**src/design/tprs_pkg.sv**
```systemverilog
// Shared types, codes and decode functions of the teletext packet row store.
package tprs_pkg;

  localparam int unsigned UNIT_BYTES = 46;

  localparam logic [7:0] STUFF_BYTE     = 8'hFF;
  localparam logic [5:0] POS_ADDR_HI    = 6'd4;
  localparam logic [5:0] POS_ADDR_LO    = 6'd5;
  localparam logic [5:0] POS_ROW_FIRST  = 6'd6;
  localparam logic [5:0] POS_FLAG_FIRST = 6'd8;
  localparam logic [5:0] POS_FLAG_LAST  = 6'd13;
  localparam logic [5:0] POS_LAST       = 6'(UNIT_BYTES - 1);

  typedef enum logic {
    OP_UNIT_BYTE = 1'b0,
    OP_READ      = 1'b1
  } op_e;

  typedef enum logic [3:0] {
    KIND_STUFFING         = 4'd0,
    KIND_BAD_ADDR         = 4'd1,
    KIND_HEADER_OK        = 4'd2,
    KIND_HEADER_INACTIVE  = 4'd3,
    KIND_HEADER_BAD_FLAGS = 4'd4,
    KIND_ROW_STORED       = 4'd5,
    KIND_ROW_INACTIVE     = 4'd6,
    KIND_ROW_IGNORED      = 4'd7,
    KIND_READ_REPLY       = 4'd8
  } kind_e;

  typedef struct packed {
    op_e        op;
    logic [7:0] unit_byte;
    logic       unit_start;
    logic [4:0] read_row;
    logic [5:0] read_col;
  } in_t;

  typedef struct packed {
    kind_e      kind;
    logic [3:0] magazine;
    logic [4:0] row_number;
    logic [2:0] charset;
    logic       row_changed;
    logic       page_erased;
    logic [7:0] read_data;
  } out_t;

  // Row store access issued by the decoder: a plain read or a compare-and-write.
  typedef struct packed {
    logic       rd_en;
    logic       wr_cand;
    logic [4:0] row;
    logic [5:0] col;
    logic [7:0] data;
  } mem_req_t;

  // Decoded request handed to the row store stage.
  typedef struct packed {
    logic valid;
    logic start;
    logic res;
    logic use_rd;
    out_t out;
  } front_t;

  // Hamming 8/4 exact codeword decode: bit 4 set marks a bad codeword.
  function automatic logic [4:0] ham84(input logic [7:0] b);
    logic [4:0] r;
    unique case (b)
      8'hA8:   r = 5'd0;
      8'h0B:   r = 5'd1;
      8'h26:   r = 5'd2;
      8'h85:   r = 5'd3;
      8'h92:   r = 5'd4;
      8'h31:   r = 5'd5;
      8'h1C:   r = 5'd6;
      8'hBF:   r = 5'd7;
      8'h40:   r = 5'd8;
      8'hE3:   r = 5'd9;
      8'hCE:   r = 5'd10;
      8'h6D:   r = 5'd11;
      8'h7A:   r = 5'd12;
      8'hD9:   r = 5'd13;
      8'hF4:   r = 5'd14;
      8'h57:   r = 5'd15;
      default: r = 5'b1_0000;
    endcase
    return r;
  endfunction

  function automatic logic [7:0] rev8(input logic [7:0] v);
    logic [7:0] r;
    for (int i = 0; i < 8; i++) begin
      r[i] = v[7-i];
    end
    return r;
  endfunction

  function automatic logic [3:0] rev4(input logic [3:0] v);
    logic [3:0] r;
    for (int i = 0; i < 4; i++) begin
      r[i] = v[3-i];
    end
    return r;
  endfunction

endpackage

```
**src/design/tprs_out_buf.sv**
```systemverilog
// Two-entry result buffer between the row store stage and the output channel.
module tprs_out_buf (
  input  logic           clk_i,
  input  logic           rst_ni,
  input  logic           push_i,
  input  tprs_pkg::out_t data_i,
  output logic           valid_o,
  input  logic           stall_i,
  output tprs_pkg::out_t data_o,
  output logic [1:0]     cnt_o
);

  tprs_pkg::out_t ent_q [2];
  logic           wr_ptr_q, rd_ptr_q;
  logic [1:0]     cnt_q;
  logic           pop;

  assign valid_o = (cnt_q != 2'd0);
  assign data_o  = ent_q[rd_ptr_q];
  assign cnt_o   = cnt_q;
  assign pop     = valid_o && !stall_i;

  always_ff @(posedge clk_i) begin
    if (push_i) begin
      ent_q[wr_ptr_q] <= data_i;
    end
  end

  always_ff @(posedge clk_i or negedge rst_ni) begin
    if (!rst_ni) begin
      wr_ptr_q <= 1'b0;
      rd_ptr_q <= 1'b0;
      cnt_q    <= '0;
    end else begin
      if (push_i) begin
        wr_ptr_q <= !wr_ptr_q;
      end
      if (pop) begin
        rd_ptr_q <= !rd_ptr_q;
      end
      cnt_q <= 2'(cnt_q + {1'b0, push_i} - {1'b0, pop});
    end
  end

endmodule

```
**config.mk**
```make
export PLATFORM = sky130hd
export DESIGN_NAME = tprs_out_buf
export DESIGN_NICKNAME = d
export VERILOG_FILES = /design/src/design/tprs_pkg.sv /design/src/design/tprs_out_buf.sv
export SDC_FILE = /design/constraint.sdc
export NUM_CORES = 1
export LEC_CHECK = 0
export BUFFER_PORTS_ARGS = -buffer_cell sky130_fd_sc_hd__buf_4
export CORE_MARGIN = 1
export CORE_UTILIZATION = 35
export DETAILED_ROUTE_END_ITERATION = 10
export GPL_TIMING_DRIVEN = 0
export SYNTH_ARGS = -nofsm -noshare
export SYNTH_HDL_FRONTEND = slang
export SYNTH_SLANG_ARGS = --single-unit
```
**constraint.sdc**
```tcl
create_clock -name clk_i -period 5.4 [get_ports clk_i]
set_input_delay 0 -clock clk_i [delete_from_list [all_inputs] [get_ports clk_i]]
set_output_delay 0 -clock clk_i [all_outputs]
set_load 0.02 [all_outputs]
```
==> metrics.txt <==
status=complete, no violations; maxcap violations=0; worst path required time=5.31 ns; DIE AREA=~0.0065 mm²; nets@finish=approximately 220; met3 wire len=254 µm; Worst Skew=roughly 0.0019 ns; # DRC=0; P_int=~1000 µW; ratio of final minimum period to clock period=roughly a third; Area Overhead vs Synth=42.92%; final wirelength=around 3.5 mm; cell taking the most area after synthesis=edfxtp_1; Die Y=between 80 and 90 µm; I/O pin count=just under 60; Final Max Tran Viols=0; Mapped Area=about 0.0022 mm²; TritonCTS clock tree=done; crit path launch type=flop; TritonCTS buffer count=5; gr usage total=between 10% and 20%; sequential cell area fraction in the yosys report=between 70% and 80%; Leak=0.001253 µW; post-route cell area=~0.0031 mm²; most common cell after layout, fill and taps aside=buf_4; Clock Power Share=16.8%; power share of the combinational group=a little over two fifths; vias after detailed routing=around 1200; antenna violations before repair=0; sequential group share of total power=about two fifths; NetSw=between 400 and 500 µW; drt pass-1 iters=3; CP Max Fanout=26; Final ANT Viol Nets=0; Slew HR=~16%; CTS max path bufs=2; CP arrival=about 1.7 ns; gr ovfl total=0; Worst-path clk slew=roughly 0.090 ns; area of the multi-input gates=452.9 µm²; Peak VDD IR=around 0.28 mV; number of H-tree levels=2; WS Path Type=flop to flop; Synth top area share=71.81%; Tightest Pin Transition=between 1 and 1.5 ns; PwrDens=just under 500 mW/mm²; # fillers=between 500 and 600; top cells by area, synth=edfxtp_1, mux2_4, dfrtp_1; setup_tns=0 ns; Die W=a little over 80 µm; initial core utilization=around 37%; most frequent cells in the layout=buf_4, edfxtp_1, dlygate4sd3_1; RSZ-0062 raised after global routing=no; post-route minimum period=approximately 1.8 ns; cell chain of the critical path=and2_1; first-pass GRT wire length=roughly 5.2 mm; CP Depth=1; Synth Instances=98; Mapped Nets=130; Fin. Hold Viols=0; Mean Syn Cell Area=approximately 22 µm²; post-DP HPWL=roughly 2.4 mm; final setup violation count=0; warnings from Yosys=0; clock sink count=56; CP top delay family=simple AND/OR/NAND/NOR gates; M1 WL=roughly 1.4 mm; CP max stage cell=and2_1; number of global-route vias before repair=1199; CP max stage delay=about 0.99 ns; Register-to-Register Setup Slack=3.61 ns; R2R depth=1; worst path bufs/invs=0; hold path cells=3; FF+latch count, synth=between 50 and 60; Reg area=around 0.0017 mm²; met2 wire len=~1.9 mm; CTS resizes=0; clk_lat worst skew=between 0.2 and 0.3 ns; GPL Wtd Cong=0.6141; Max Used Layer=met4; max frequency=approximately 560 MHz; I/O Buffers=58; largest net degree at the start of global routing=27; CTS Root Cell=clkbuf_8; row count=28; post-synth cell types=14; crit path capture type=flop; Worst Hold Class=input port to flop; initial drt markers=20; WL per Instance=between 10 and 15 µm; core box area=around 0.0060 mm²; layout cell share with drive strength beyond 1=between 40% and 50%; ant diodes=0; Vias/cell=4.299; sw frac=a little under a third; placed cell areas=between 0.002 and 0.003 mm²
cell type report:
class	count	share of cell area [%]
sequential	56	53.46
timing repair buffer	87	23.51
multi-input combinational	36	14.57
tap	75	3.019
clock buffer	5	2.214
buffer	3	1.651
clock inverter	3	1.208
inverter	3	0.3623
worst paths after layout:
path | from | endpoint
max | wr_ptr_q$_DFFE_PN0P_ | ent_q[1][15]$_DFFE_PP_
min | stall_i | rd_ptr_q$_DFFE_PN0P_
max reg2reg | wr_ptr_q$_DFFE_PN0P_ | ent_q[1][15]$_DFFE_PP_
min reg2reg | wr_ptr_q$_DFFE_PN0P_ | wr_ptr_q$_DFFE_PN0P_
max in group asynchronous | rst_ni | cnt_o[1]$_DFF_PN0_
min in group asynchronous | rst_ni | cnt_o[0]$_DFF_PN0_
what timing repair did:
| item | 4_1_cts | 5_1_grt |
|---|---|---|
| setup buffers | 0 | 0 |
| endpoints found under the hold margin | 58 | 0 |
| hold buffers | 28 | 0 |
metrics by stage:
stage / hold slack, ns / total power, µW / cells / setup slack (ns) / util [%]
2_1_floorplan: -0.2956 / 1034 / 98 / 3.410 / -
3_3_place_gp: -0.2032 / 1234 / 231 / 2.770 / 45.40
3_5_place_dp: -0.2020 / 1256 / 232 / 3.541 / 45.69
4_1_cts: 0.005093 / 1527 / 268 / 3.534 / 52.18
5_1_grt: 0.01352 / 1576 / 268 / 3.475 / 52.18
6_report: 0.01360 / 1501 / 268 / 3.615 / 52.18
routing by layer:
| layer | GRT usage [%] | vias to the layer above |
|---|---|---|
| met5 | 0 | - |
| met4 | 3.750 | 0 |
| met3 | 4.045 | 6 |
| met2 | 20.76 | 44 |
| met1 | 11.34 | 544 |
| li1 | - | 558 |
Yosys cell counts:
| master | instances |
|---|---|
| mux2_2 | 7 |
| mux2_4 | 19 |
| or2_2 | 1 |
| xor2_1 | 1 |
| edfxtp_1 | 52 |
| buf_12 | 2 |
| buf_6 | 1 |
| inv_1 | 3 |
| ha_1 | 2 |
| nor2b_1 | 1 |
| xnor2_1 | 3 |
| o21bai_1 | 1 |
| and2_1 | 1 |
| dfrtp_1 | 4 |
power by group through the flow:
stage,sequential [µW],combinational [µW],clock [µW]
after floorplan,623,412,0
after CTS,612,651,263
after global placement,618,616,0
after detailed placement,622,634,0
final,611,638,252
after global routing,619,680,277
logic make-up (layout without fill, tap and decap cells):
family          count (synthesis)  in the layout  synth area share (%)
flops                          56             56                 76.41
simple gates                    3              3                0.8636
fa+ha+maj                       2              2                 1.151
compound gates                  1              1                0.3454
xor+xnor                        4              4                 1.611
mux                            26             26                 16.74
buf+inv                         6            101                 2.877
registers in the layout, indices dropped and copies added, names as in the netlist:
register  flops
rd_ptr_q      1
ent_q        52
wr_ptr_q      1
cnt_o         2
No activity file was read; power rests on OpenSTA's default activity.
