[src/design/tprs_pkg.sv]
// Shared types, codes and decode functions of the teletext packet row store.
package tprs_pkg;

  localparam int unsigned UNIT_BYTES = 46;

  localparam logic [7:0] STUFF_BYTE     = 8'hFF;
  localparam logic [5:0] POS_ADDR_HI    = 6'd4;
  localparam logic [5:0] POS_ADDR_LO    = 6'd5;
  localparam logic [5:0] POS_ROW_FIRST  = 6'd6;
  localparam logic [5:0] POS_FLAG_FIRST = 6'd8;
  localparam logic [5:0] POS_FLAG_LAST  = 6'd13;
  localparam logic [5:0] POS_LAST       = 6'(UNIT_BYTES - 1);

  typedef enum logic {
    OP_UNIT_BYTE = 1'b0,
    OP_READ      = 1'b1
  } op_e;

  typedef enum logic [3:0] {
    KIND_STUFFING         = 4'd0,
    KIND_BAD_ADDR         = 4'd1,
    KIND_HEADER_OK        = 4'd2,
    KIND_HEADER_INACTIVE  = 4'd3,
    KIND_HEADER_BAD_FLAGS = 4'd4,
    KIND_ROW_STORED       = 4'd5,
    KIND_ROW_INACTIVE     = 4'd6,
    KIND_ROW_IGNORED      = 4'd7,
    KIND_READ_REPLY       = 4'd8
  } kind_e;

  typedef struct packed {
    op_e        op;
    logic [7:0] unit_byte;
    logic       unit_start;
    logic [4:0] read_row;
    logic [5:0] read_col;
  } in_t;

  typedef struct packed {
    kind_e      kind;
    logic [3:0] magazine;
    logic [4:0] row_number;
    logic [2:0] charset;
    logic       row_changed;
    logic       page_erased;
    logic [7:0] read_data;
  } out_t;

  // Row store access issued by the decoder: a plain read or a compare-and-write.
  typedef struct packed {
    logic       rd_en;
    logic       wr_cand;
    logic [4:0] row;
    logic [5:0] col;
    logic [7:0] data;
  } mem_req_t;

  // Decoded request handed to the row store stage.
  typedef struct packed {
    logic valid;
    logic start;
    logic res;
    logic use_rd;
    out_t out;
  } front_t;

  // Hamming 8/4 exact codeword decode: bit 4 set marks a bad codeword.
  function automatic logic [4:0] ham84(input logic [7:0] b);
    logic [4:0] r;
    unique case (b)
      8'hA8:   r = 5'd0;
      8'h0B:   r = 5'd1;
      8'h26:   r = 5'd2;
      8'h85:   r = 5'd3;
      8'h92:   r = 5'd4;
      8'h31:   r = 5'd5;
      8'h1C:   r = 5'd6;
      8'hBF:   r = 5'd7;
      8'h40:   r = 5'd8;
      8'hE3:   r = 5'd9;
      8'hCE:   r = 5'd10;
      8'h6D:   r = 5'd11;
      8'h7A:   r = 5'd12;
      8'hD9:   r = 5'd13;
      8'hF4:   r = 5'd14;
      8'h57:   r = 5'd15;
      default: r = 5'b1_0000;
    endcase
    return r;
  endfunction

  function automatic logic [7:0] rev8(input logic [7:0] v);
    logic [7:0] r;
    for (int i = 0; i < 8; i++) begin
      r[i] = v[7-i];
    end
    return r;
  endfunction

  function automatic logic [3:0] rev4(input logic [3:0] v);
    logic [3:0] r;
    for (int i = 0; i < 4; i++) begin
      r[i] = v[3-i];
    end
    return r;
  endfunction

endpackage

[src/design/tprs_unit_dec.sv]
// Unit decoder: byte position, address and flag decode, magazine and charset state.
module tprs_unit_dec #(
  parameter int unsigned ROW_COUNT = 24,
  parameter int unsigned ROW_BYTES = 40
) (
  input  logic               clk_i,
  input  logic               rst_ni,
  input  logic               accept_i,
  input  tprs_pkg::in_t      in_i,
  output tprs_pkg::front_t   front_o,
  output tprs_pkg::mem_req_t mem_req_o,
  output logic               erase_o
);

  typedef enum logic [7:0] {
    ST_IDLE     = 8'b0000_0001,
    ST_ADDR     = 8'b0000_0010,
    ST_STUFF    = 8'b0000_0100,
    ST_BADADDR  = 8'b0000_1000,
    ST_HEADER   = 8'b0001_0000,
    ST_BADFLAGS = 8'b0010_0000,
    ST_ROW      = 8'b0100_0000,
    ST_IGNORED  = 8'b1000_0000
  } unit_state_e;

  unit_state_e state_q, state_d;
  logic [5:0]  pos_q, pos_d;
  logic [7:0]  addr_q, addr_d;
  logic [23:0] flags_q, flags_d;
  logic [7:0]  active_q, active_d;
  logic [2:0]  charset_q, charset_d;

  always_comb begin
    unit_state_e st;
    logic [5:0]  p;
    logic [7:0]  an;
    logic [23:0] fw;
    logic [2:0]  idx;
    logic [4:0]  ham;
    logic [5:0]  col;
    logic [2:0]  fk;

    state_d   = state_q;
    pos_d     = pos_q;
    addr_d    = addr_q;
    flags_d   = flags_q;
    active_d  = active_q;
    charset_d = charset_q;
    front_o   = '0;
    mem_req_o = '0;
    erase_o   = 1'b0;

    ham = tprs_pkg::ham84(in_i.unit_byte);
    st  = state_q;
    p   = pos_q;
    an  = addr_q;
    fw  = flags_q;
    idx = addr_q[2:0] - 3'd1;
    col = pos_q - tprs_pkg::POS_ROW_FIRST;
    fk  = 3'(pos_q - tprs_pkg::POS_FLAG_FIRST);

    if (accept_i) begin
      if (in_i.op == tprs_pkg::OP_READ) begin
        front_o.valid          = 1'b1;
        front_o.res            = 1'b1;
        front_o.out.kind       = tprs_pkg::KIND_READ_REPLY;
        front_o.out.row_number = in_i.read_row;
        front_o.out.charset    = charset_q;
        if (({1'b0, in_i.read_row} < 6'(ROW_COUNT)) &&
            ({1'b0, in_i.read_col} < 7'(ROW_BYTES))) begin
          front_o.use_rd  = 1'b1;
          mem_req_o.rd_en = 1'b1;
          mem_req_o.row   = in_i.read_row;
          mem_req_o.col   = in_i.read_col;
        end
      end else if (in_i.unit_start || state_q != ST_IDLE) begin
        if (in_i.unit_start) begin
          st = ST_ADDR;
          p  = '0;
          an = '0;
          fw = '0;
        end
        idx = an[2:0] - 3'd1;
        col = p - tprs_pkg::POS_ROW_FIRST;
        fk  = 3'(p - tprs_pkg::POS_FLAG_FIRST);
        front_o.valid = 1'b1;
        front_o.start = in_i.unit_start;

        if (p == '0 && in_i.unit_byte == tprs_pkg::STUFF_BYTE) begin
          st = ST_STUFF;
        end

        priority if (st == ST_ADDR && p == tprs_pkg::POS_ADDR_HI) begin
          if (ham[4]) begin
            st = ST_BADADDR;
          end else begin
            an = {ham[3:0], 4'b0000};
          end
        end else if (st == ST_ADDR && p == tprs_pkg::POS_ADDR_LO) begin
          if (ham[4]) begin
            st = ST_BADADDR;
          end else begin
            an = tprs_pkg::rev8(an | {4'b0000, ham[3:0]});
            if (an[7:3] == 5'd0) begin
              st = ST_HEADER;
            end else if ({1'b0, an[7:3]} < 6'(ROW_COUNT)) begin
              st = ST_ROW;
            end else begin
              st = ST_IGNORED;
            end
          end
        end else if (st == ST_HEADER && p >= tprs_pkg::POS_FLAG_FIRST &&
                     p <= tprs_pkg::POS_FLAG_LAST) begin
          if (ham[4]) begin
            st = ST_BADFLAGS;
          end else begin
            fw[{fk, 2'b00} +: 4] = tprs_pkg::rev4(ham[3:0]);
            if (p == tprs_pkg::POS_FLAG_LAST) begin
              // Subtitle flag sets the magazine active; only then latch and erase.
              active_d[idx] = fw[15];
              if (fw[15]) begin
                charset_d = fw[23:21];
                erase_o   = fw[7];
              end
            end
          end
        end else if (st == ST_ROW && p >= tprs_pkg::POS_ROW_FIRST && active_q[idx]) begin
          if ({1'b0, col} < 7'(ROW_BYTES)) begin
            mem_req_o.rd_en   = 1'b1;
            mem_req_o.wr_cand = 1'b1;
            mem_req_o.row     = an[7:3];
            mem_req_o.col     = col;
            mem_req_o.data    = in_i.unit_byte;
          end
        end else begin
          st = st;
        end

        addr_d  = an;
        flags_d = fw;
        if (p < tprs_pkg::POS_LAST) begin
          pos_d   = p + 6'd1;
          state_d = st;
        end else begin
          pos_d   = '0;
          state_d = ST_IDLE;
          front_o.res            = 1'b1;
          front_o.out.magazine   = (an[2:0] != 3'd0) ? {1'b0, an[2:0]} : 4'd8;
          front_o.out.row_number = an[7:3];
          front_o.out.charset    = charset_q;
          unique case (st)
            ST_STUFF: begin
              front_o.out.kind       = tprs_pkg::KIND_STUFFING;
              front_o.out.magazine   = '0;
              front_o.out.row_number = '0;
            end
            ST_HEADER: begin
              if (active_q[idx]) begin
                front_o.out.kind        = tprs_pkg::KIND_HEADER_OK;
                front_o.out.page_erased = fw[7];
              end else begin
                front_o.out.kind = tprs_pkg::KIND_HEADER_INACTIVE;
              end
            end
            ST_BADFLAGS: front_o.out.kind = tprs_pkg::KIND_HEADER_BAD_FLAGS;
            ST_ROW: begin
              front_o.out.kind = active_q[idx] ? tprs_pkg::KIND_ROW_STORED
                                               : tprs_pkg::KIND_ROW_INACTIVE;
            end
            ST_IGNORED: front_o.out.kind = tprs_pkg::KIND_ROW_IGNORED;
            default: begin
              front_o.out.kind       = tprs_pkg::KIND_BAD_ADDR;
              front_o.out.magazine   = '0;
              front_o.out.row_number = '0;
            end
          endcase
        end
      end
    end
  end

  always_ff @(posedge clk_i or negedge rst_ni) begin
    if (!rst_ni) begin
      state_q   <= ST_IDLE;
      pos_q     <= '0;
      addr_q    <= '0;
      flags_q   <= '0;
      active_q  <= '0;
      charset_q <= '0;
    end else begin
      state_q   <= state_d;
      pos_q     <= pos_d;
      addr_q    <= addr_d;
      flags_q   <= flags_d;
      active_q  <= active_d;
      charset_q <= charset_d;
    end
  end

endmodule

[config.mk]
export PLATFORM = sky130hd
export DESIGN_NAME = tprs_unit_dec
export DESIGN_NICKNAME = d
export VERILOG_FILES = /design/src/design/tprs_pkg.sv /design/src/design/tprs_unit_dec.sv
export SDC_FILE = /design/constraint.sdc
export NUM_CORES = 1
export LEC_CHECK = 0
export BUFFER_PORTS_ARGS = -buffer_cell sky130_fd_sc_hd__buf_2
export CAP_MARGIN = 30
export CORE_ASPECT_RATIO = 1.1
export CORE_MARGIN = 8
export CORE_UTILIZATION = 30
export CTS_CLUSTER_DIAMETER = 120
export DETAILED_ROUTE_END_ITERATION = 12
export PLACE_DENSITY = 0.61
export SYNTH_ARGS = -nofsm -noshare
export SYNTH_HDL_FRONTEND = slang
export SYNTH_SLANG_ARGS = --single-unit
[constraint.sdc]
create_clock -name clk_i -period 4 [get_ports clk_i]
set_input_delay 0.6 -clock clk_i [delete_from_list [all_inputs] [get_ports clk_i]]
set_output_delay 0.6 -clock clk_i [all_outputs]
set_load 0.02 [all_outputs]
==> metrics.csv <==
stage,metric,value,unit
outcome,outcome,"finished, final reports clean",
worst_setup_path,r2r_setup_slack,950,ps
power_and_ir_drop,cellPowerDensity,223,mW/mm^2
clocking,cts_hold_buffers,0,
clocking,buffer_type_at_the_clock_tree_root,sky130_fd_sc_hd__clkbuf_16,
synth,per_instance_average_area_after_synthesis,7.87,sq um
power_and_ir_drop,pwr-share-seq,36.9,%
timing,clock_skew,8.29,ps
floorplanning,placement_rows,43,
routing,drt-vias-per-instance,5.57,
grt,grt_antenna_before_repair,0,
worst_setup_path,timing.critical_path.to,front_o[15],
routing,routed_wirelength,14300,um
worst_setup_path,r2r_depth,13,
placed_design,place_inst,737,
routing,vias,4175,
clocking,worst_skew_pair.late_latency,290,ps
cells_and_area,share_of_post_route_cells_with_drive_strength_above_1,36.1,%
cells_and_area,fin_cells,749,
timing,rsz0062_at_grt,true,
floorplanning,core_area,0.0125,sq mm
worst_setup_path,path_class,input pin to output pin,
routing,firstDrtPassIters,5,
cells_and_area,final_core_util,40.3,%
worst_setup_path,worst-endpoint-arrival,3320,ps
timing,relative_slew_slack,41.4,%
grt,largest_net_degree_at_the_start_of_global_routing,39,
synth,synthFlopType,sky130_fd_sc_hd__dfrtp_1,
cells_and_area,postLayoutCellArea,0.00505,sq mm
routing,wl_per_cell,19.1,um
synth,synth-warning-count,0,
synth,post_synth_num_cell_types,79,
cells_and_area,area_growth,32.0,%
clocking,tritoncts,yes,
worst_setup_path,worst_r2r_dst,active_q[6],
routing,detail_route.drc_violations,0,
worst_setup_path,worst-endpoint-required,3400,ps
timing,worst_slew_pin_slew,879,ps
grt,wire_length_of_the_first_global_routing_pass,21900,um
floorplanning,die_w,124,um
worst_setup_path,cp-end-kind,output pin,
power_and_ir_drop,vdd_drop_max,0.000130,V
power_and_ir_drop,cellInternalPower,753,uW
synth,synth_seq_area_share,24.9,%
timing,fin_hold_ws,436,ps
routing,final_antenna_net_count,0,
power_and_ir_drop,leakage_power,2.26,nW
clocking,clock_sinks,38,
power_and_ir_drop,total_power,1.12,mW
placed_design,post_dp_cell_area,0.00459,sq mm
synth,synth-async-reset-ratio,100,%
timing,maxClockFrequency,255,MHz
timing,fin_crit,3920,ps
job,cap_viol_max_count,0,
worst_setup_path,critical_path.startpoint_type,input pin,
timing,period_share,98.1,%
synth,synthDominantCellAreaShare,24.2,%
power_and_ir_drop,comb_power_share,25.9,%
placed_design,place.gp.congestion,0.929,
synth,ys_top_cells_by_area,"sky130_fd_sc_hd__dfrtp_1, sky130_fd_sc_hd__nand2_1, sky130_fd_sc_hd__o21ai_0",
grt,grt-ovfl-total,0,
clocking,cts_buffers,5,
timing,timing.final.hold_violations,0,
cells_and_area,finalNetCount,623,
placed_design,port_buffers,66,
timing,finalMaxSlewViolations,0,
grt,grt_usage,16.6,%
synth,flip_flop_and_latch_count_after_synthesis,38,
placed_design,detailed_place_hpwl,11000,um
clocking,htree_levels,2,
routing,initialDrtViolationCount,321,
synth,post-synth-top-count-cell,sky130_fd_sc_hd__nand2_1,
power_and_ir_drop,netSwitchingPower,371,uW
worst_setup_path,r2r_start,pos_q[0],
floorplanning,io_pins,76,
synth,post-synth-top-area-cell,sky130_fd_sc_hd__dfrtp_1,
cells_and_area,antenna_cells_inserted,0,
min_path,hold_path.class,input pin to async pin,
worst_setup_path,crit_fanout,8,
power_and_ir_drop,switching_share,33.0,%
synth,netlist_instances,486,
synth,number_of_enable_flip_flop_cells_after_synthesis,0,
synth,synthesis.area,0.00382,sq mm
floorplanning,dieHeight,134,um
clocking,clock_tree.buffer_depth,2,
timing,report.final.setup_viol,0,
floorplanning,die_area,0.0166,sq mm
power_and_ir_drop,power.clock.fraction,37.1,%
clocking,path_clk_slew,70,ps
floorplanning,initial_core_util,30.5,%
cells_and_area,num-fill-cells,1270,
grt,vias_in_the_first_global_route,4051,
synth,synth.top_cells.by_count,"sky130_fd_sc_hd__nand2_1, sky130_fd_sc_hd__o21ai_0, sky130_fd_sc_hd__dfrtp_1, sky130_fd_sc_hd__nor2_1, sky130_fd_sc_hd__a21oi_1",
worst_setup_path,critical_path.startpoint,in_i[11],
[layer usage]
layer	vias to the layer above	track usage, %	routed length [um]
met5	-	0	0
li1	1980	-	-
met3	27	2.10	919
met1	2009	22.1	6400
met2	159	26.2	6540
met4	0	6.97	442
[state kept, by name, indices dropped and copies added (netlist names)]
register / cells
active_q: 8
pos_q: 6
state_q: 8
addr_q: 8
charset_q: 3
flags_q: 5
[power by group through the flow]
stage                     sequential, mW  combinational (mW)  clock, mW
final                              0.415               0.291      0.417
after detailed placement           0.422               0.262          0
after CTS                          0.415               0.264      0.426
after global routing               0.417               0.312      0.436
after floorplan                    0.410               0.173          0
after global placement             0.422               0.256          0
[timing repair]
item | 4_1_cts | 5_1_grt
setup buffers | 0 | 3
gates resized for setup | 4 | 67
setup endpoints to repair | 22 | 31
gates cloned | 0 | 1
pin swaps | 2 | 19
[worst max-delay path, stage by stage]
cell,delay (ps)
sky130_fd_sc_hd__buf_8,90
sky130_fd_sc_hd__and2b_1,190
sky130_fd_sc_hd__inv_2,80
sky130_fd_sc_hd__ha_4,130
sky130_fd_sc_hd__nand3_2,80
sky130_fd_sc_hd__or4_4,570
sky130_fd_sc_hd__a211oi_4,320
sky130_fd_sc_hd__nand3b_4,130
sky130_fd_sc_hd__o31a_4,340
sky130_fd_sc_hd__nor4_4,270
sky130_fd_sc_hd__a31oi_2,60
sky130_fd_sc_hd__buf_6,170
sky130_fd_sc_hd__o21ai_2,140
sky130_fd_sc_hd__buf_6,140
[worst min path at each step]
stage | endpoint | from | slack (ps)
finish | active_q[5] | rst_ni | 440
detailed placement | charset_q[2] | charset_q[2] | 470
global placement | charset_q[2] | charset_q[2] | 460
CTS | addr_q[4] | rst_ni | 460
global route | charset_q[2] | charset_q[2] | 490
floorplan | active_q[0] | rst_ni | 300
[cell families after synthesis]
kind of cell	after synthesis	share of synthesized area, %
AO/OA/AOI/OAI	133	24.0
other	1	0.0981
XOR/XNOR	5	1.15
AND/OR/NAND/NOR	237	35.3
adder cells (fa/ha/maj)	8	2.62
buffers and inverters	48	6.71
flip-flops	38	24.9
multiplexers	16	5.24
[stage by stage]
step	TNS, ps	setup WS [ps]
6_report	0	75.5
5_1_grt	-502	-73.5
2_1_floorplan	-225	-49.6
4_1_cts	0	31.1
3_5_place_dp	-719	-116
3_3_place_gp	-74.9	-42.3
[cells in the final DEF, fill, tap and decap left out, types with 5 or more instances in the layout]
| cell type | count |
|---|---|
| sky130_fd_sc_hd__nand3_1 | 8 |
| sky130_fd_sc_hd__nor4_1 | 6 |
| sky130_fd_sc_hd__and2_1 | 12 |
| sky130_fd_sc_hd__ha_1 | 6 |
| sky130_fd_sc_hd__nand2_1 | 74 |
| sky130_fd_sc_hd__mux2_2 | 12 |
| sky130_fd_sc_hd__a31oi_1 | 7 |
| sky130_fd_sc_hd__nor2_2 | 5 |
| sky130_fd_sc_hd__nand4_1 | 9 |
| sky130_fd_sc_hd__nor3_1 | 14 |
| sky130_fd_sc_hd__nand2b_1 | 7 |
| sky130_fd_sc_hd__buf_4 | 58 |
| sky130_fd_sc_hd__inv_1 | 12 |
| sky130_fd_sc_hd__a21oi_1 | 17 |
| sky130_fd_sc_hd__o21ai_0 | 39 |
| sky130_fd_sc_hd__clkbuf_16 | 5 |
| sky130_fd_sc_hd__buf_2 | 52 |
| sky130_fd_sc_hd__nor2b_1 | 7 |
| sky130_fd_sc_hd__nor2_1 | 33 |
| sky130_fd_sc_hd__nand2_2 | 6 |
| sky130_fd_sc_hd__conb_1 | 9 |
| sky130_fd_sc_hd__a22o_1 | 17 |
| sky130_fd_sc_hd__buf_6 | 12 |
| sky130_fd_sc_hd__dfrtp_1 | 37 |
| sky130_fd_sc_hd__nor4bb_1 | 8 |
[layout make-up]
class / count / area (sq um) / area share, %
clock buffers: 6 / 139 / 2.75
repair buffers: 124 / 853 / 16.9
inverters: 14 / 52.6 / 1.04
well taps: 157 / 196 / 3.89
multi-input cells: 408 / 2840 / 56.3
clock inverters: 2 / 12.5 / 0.248
flip-flops and latches: 38 / 952 / 18.9
Note: power is estimated with default switching activity, not from simulation.
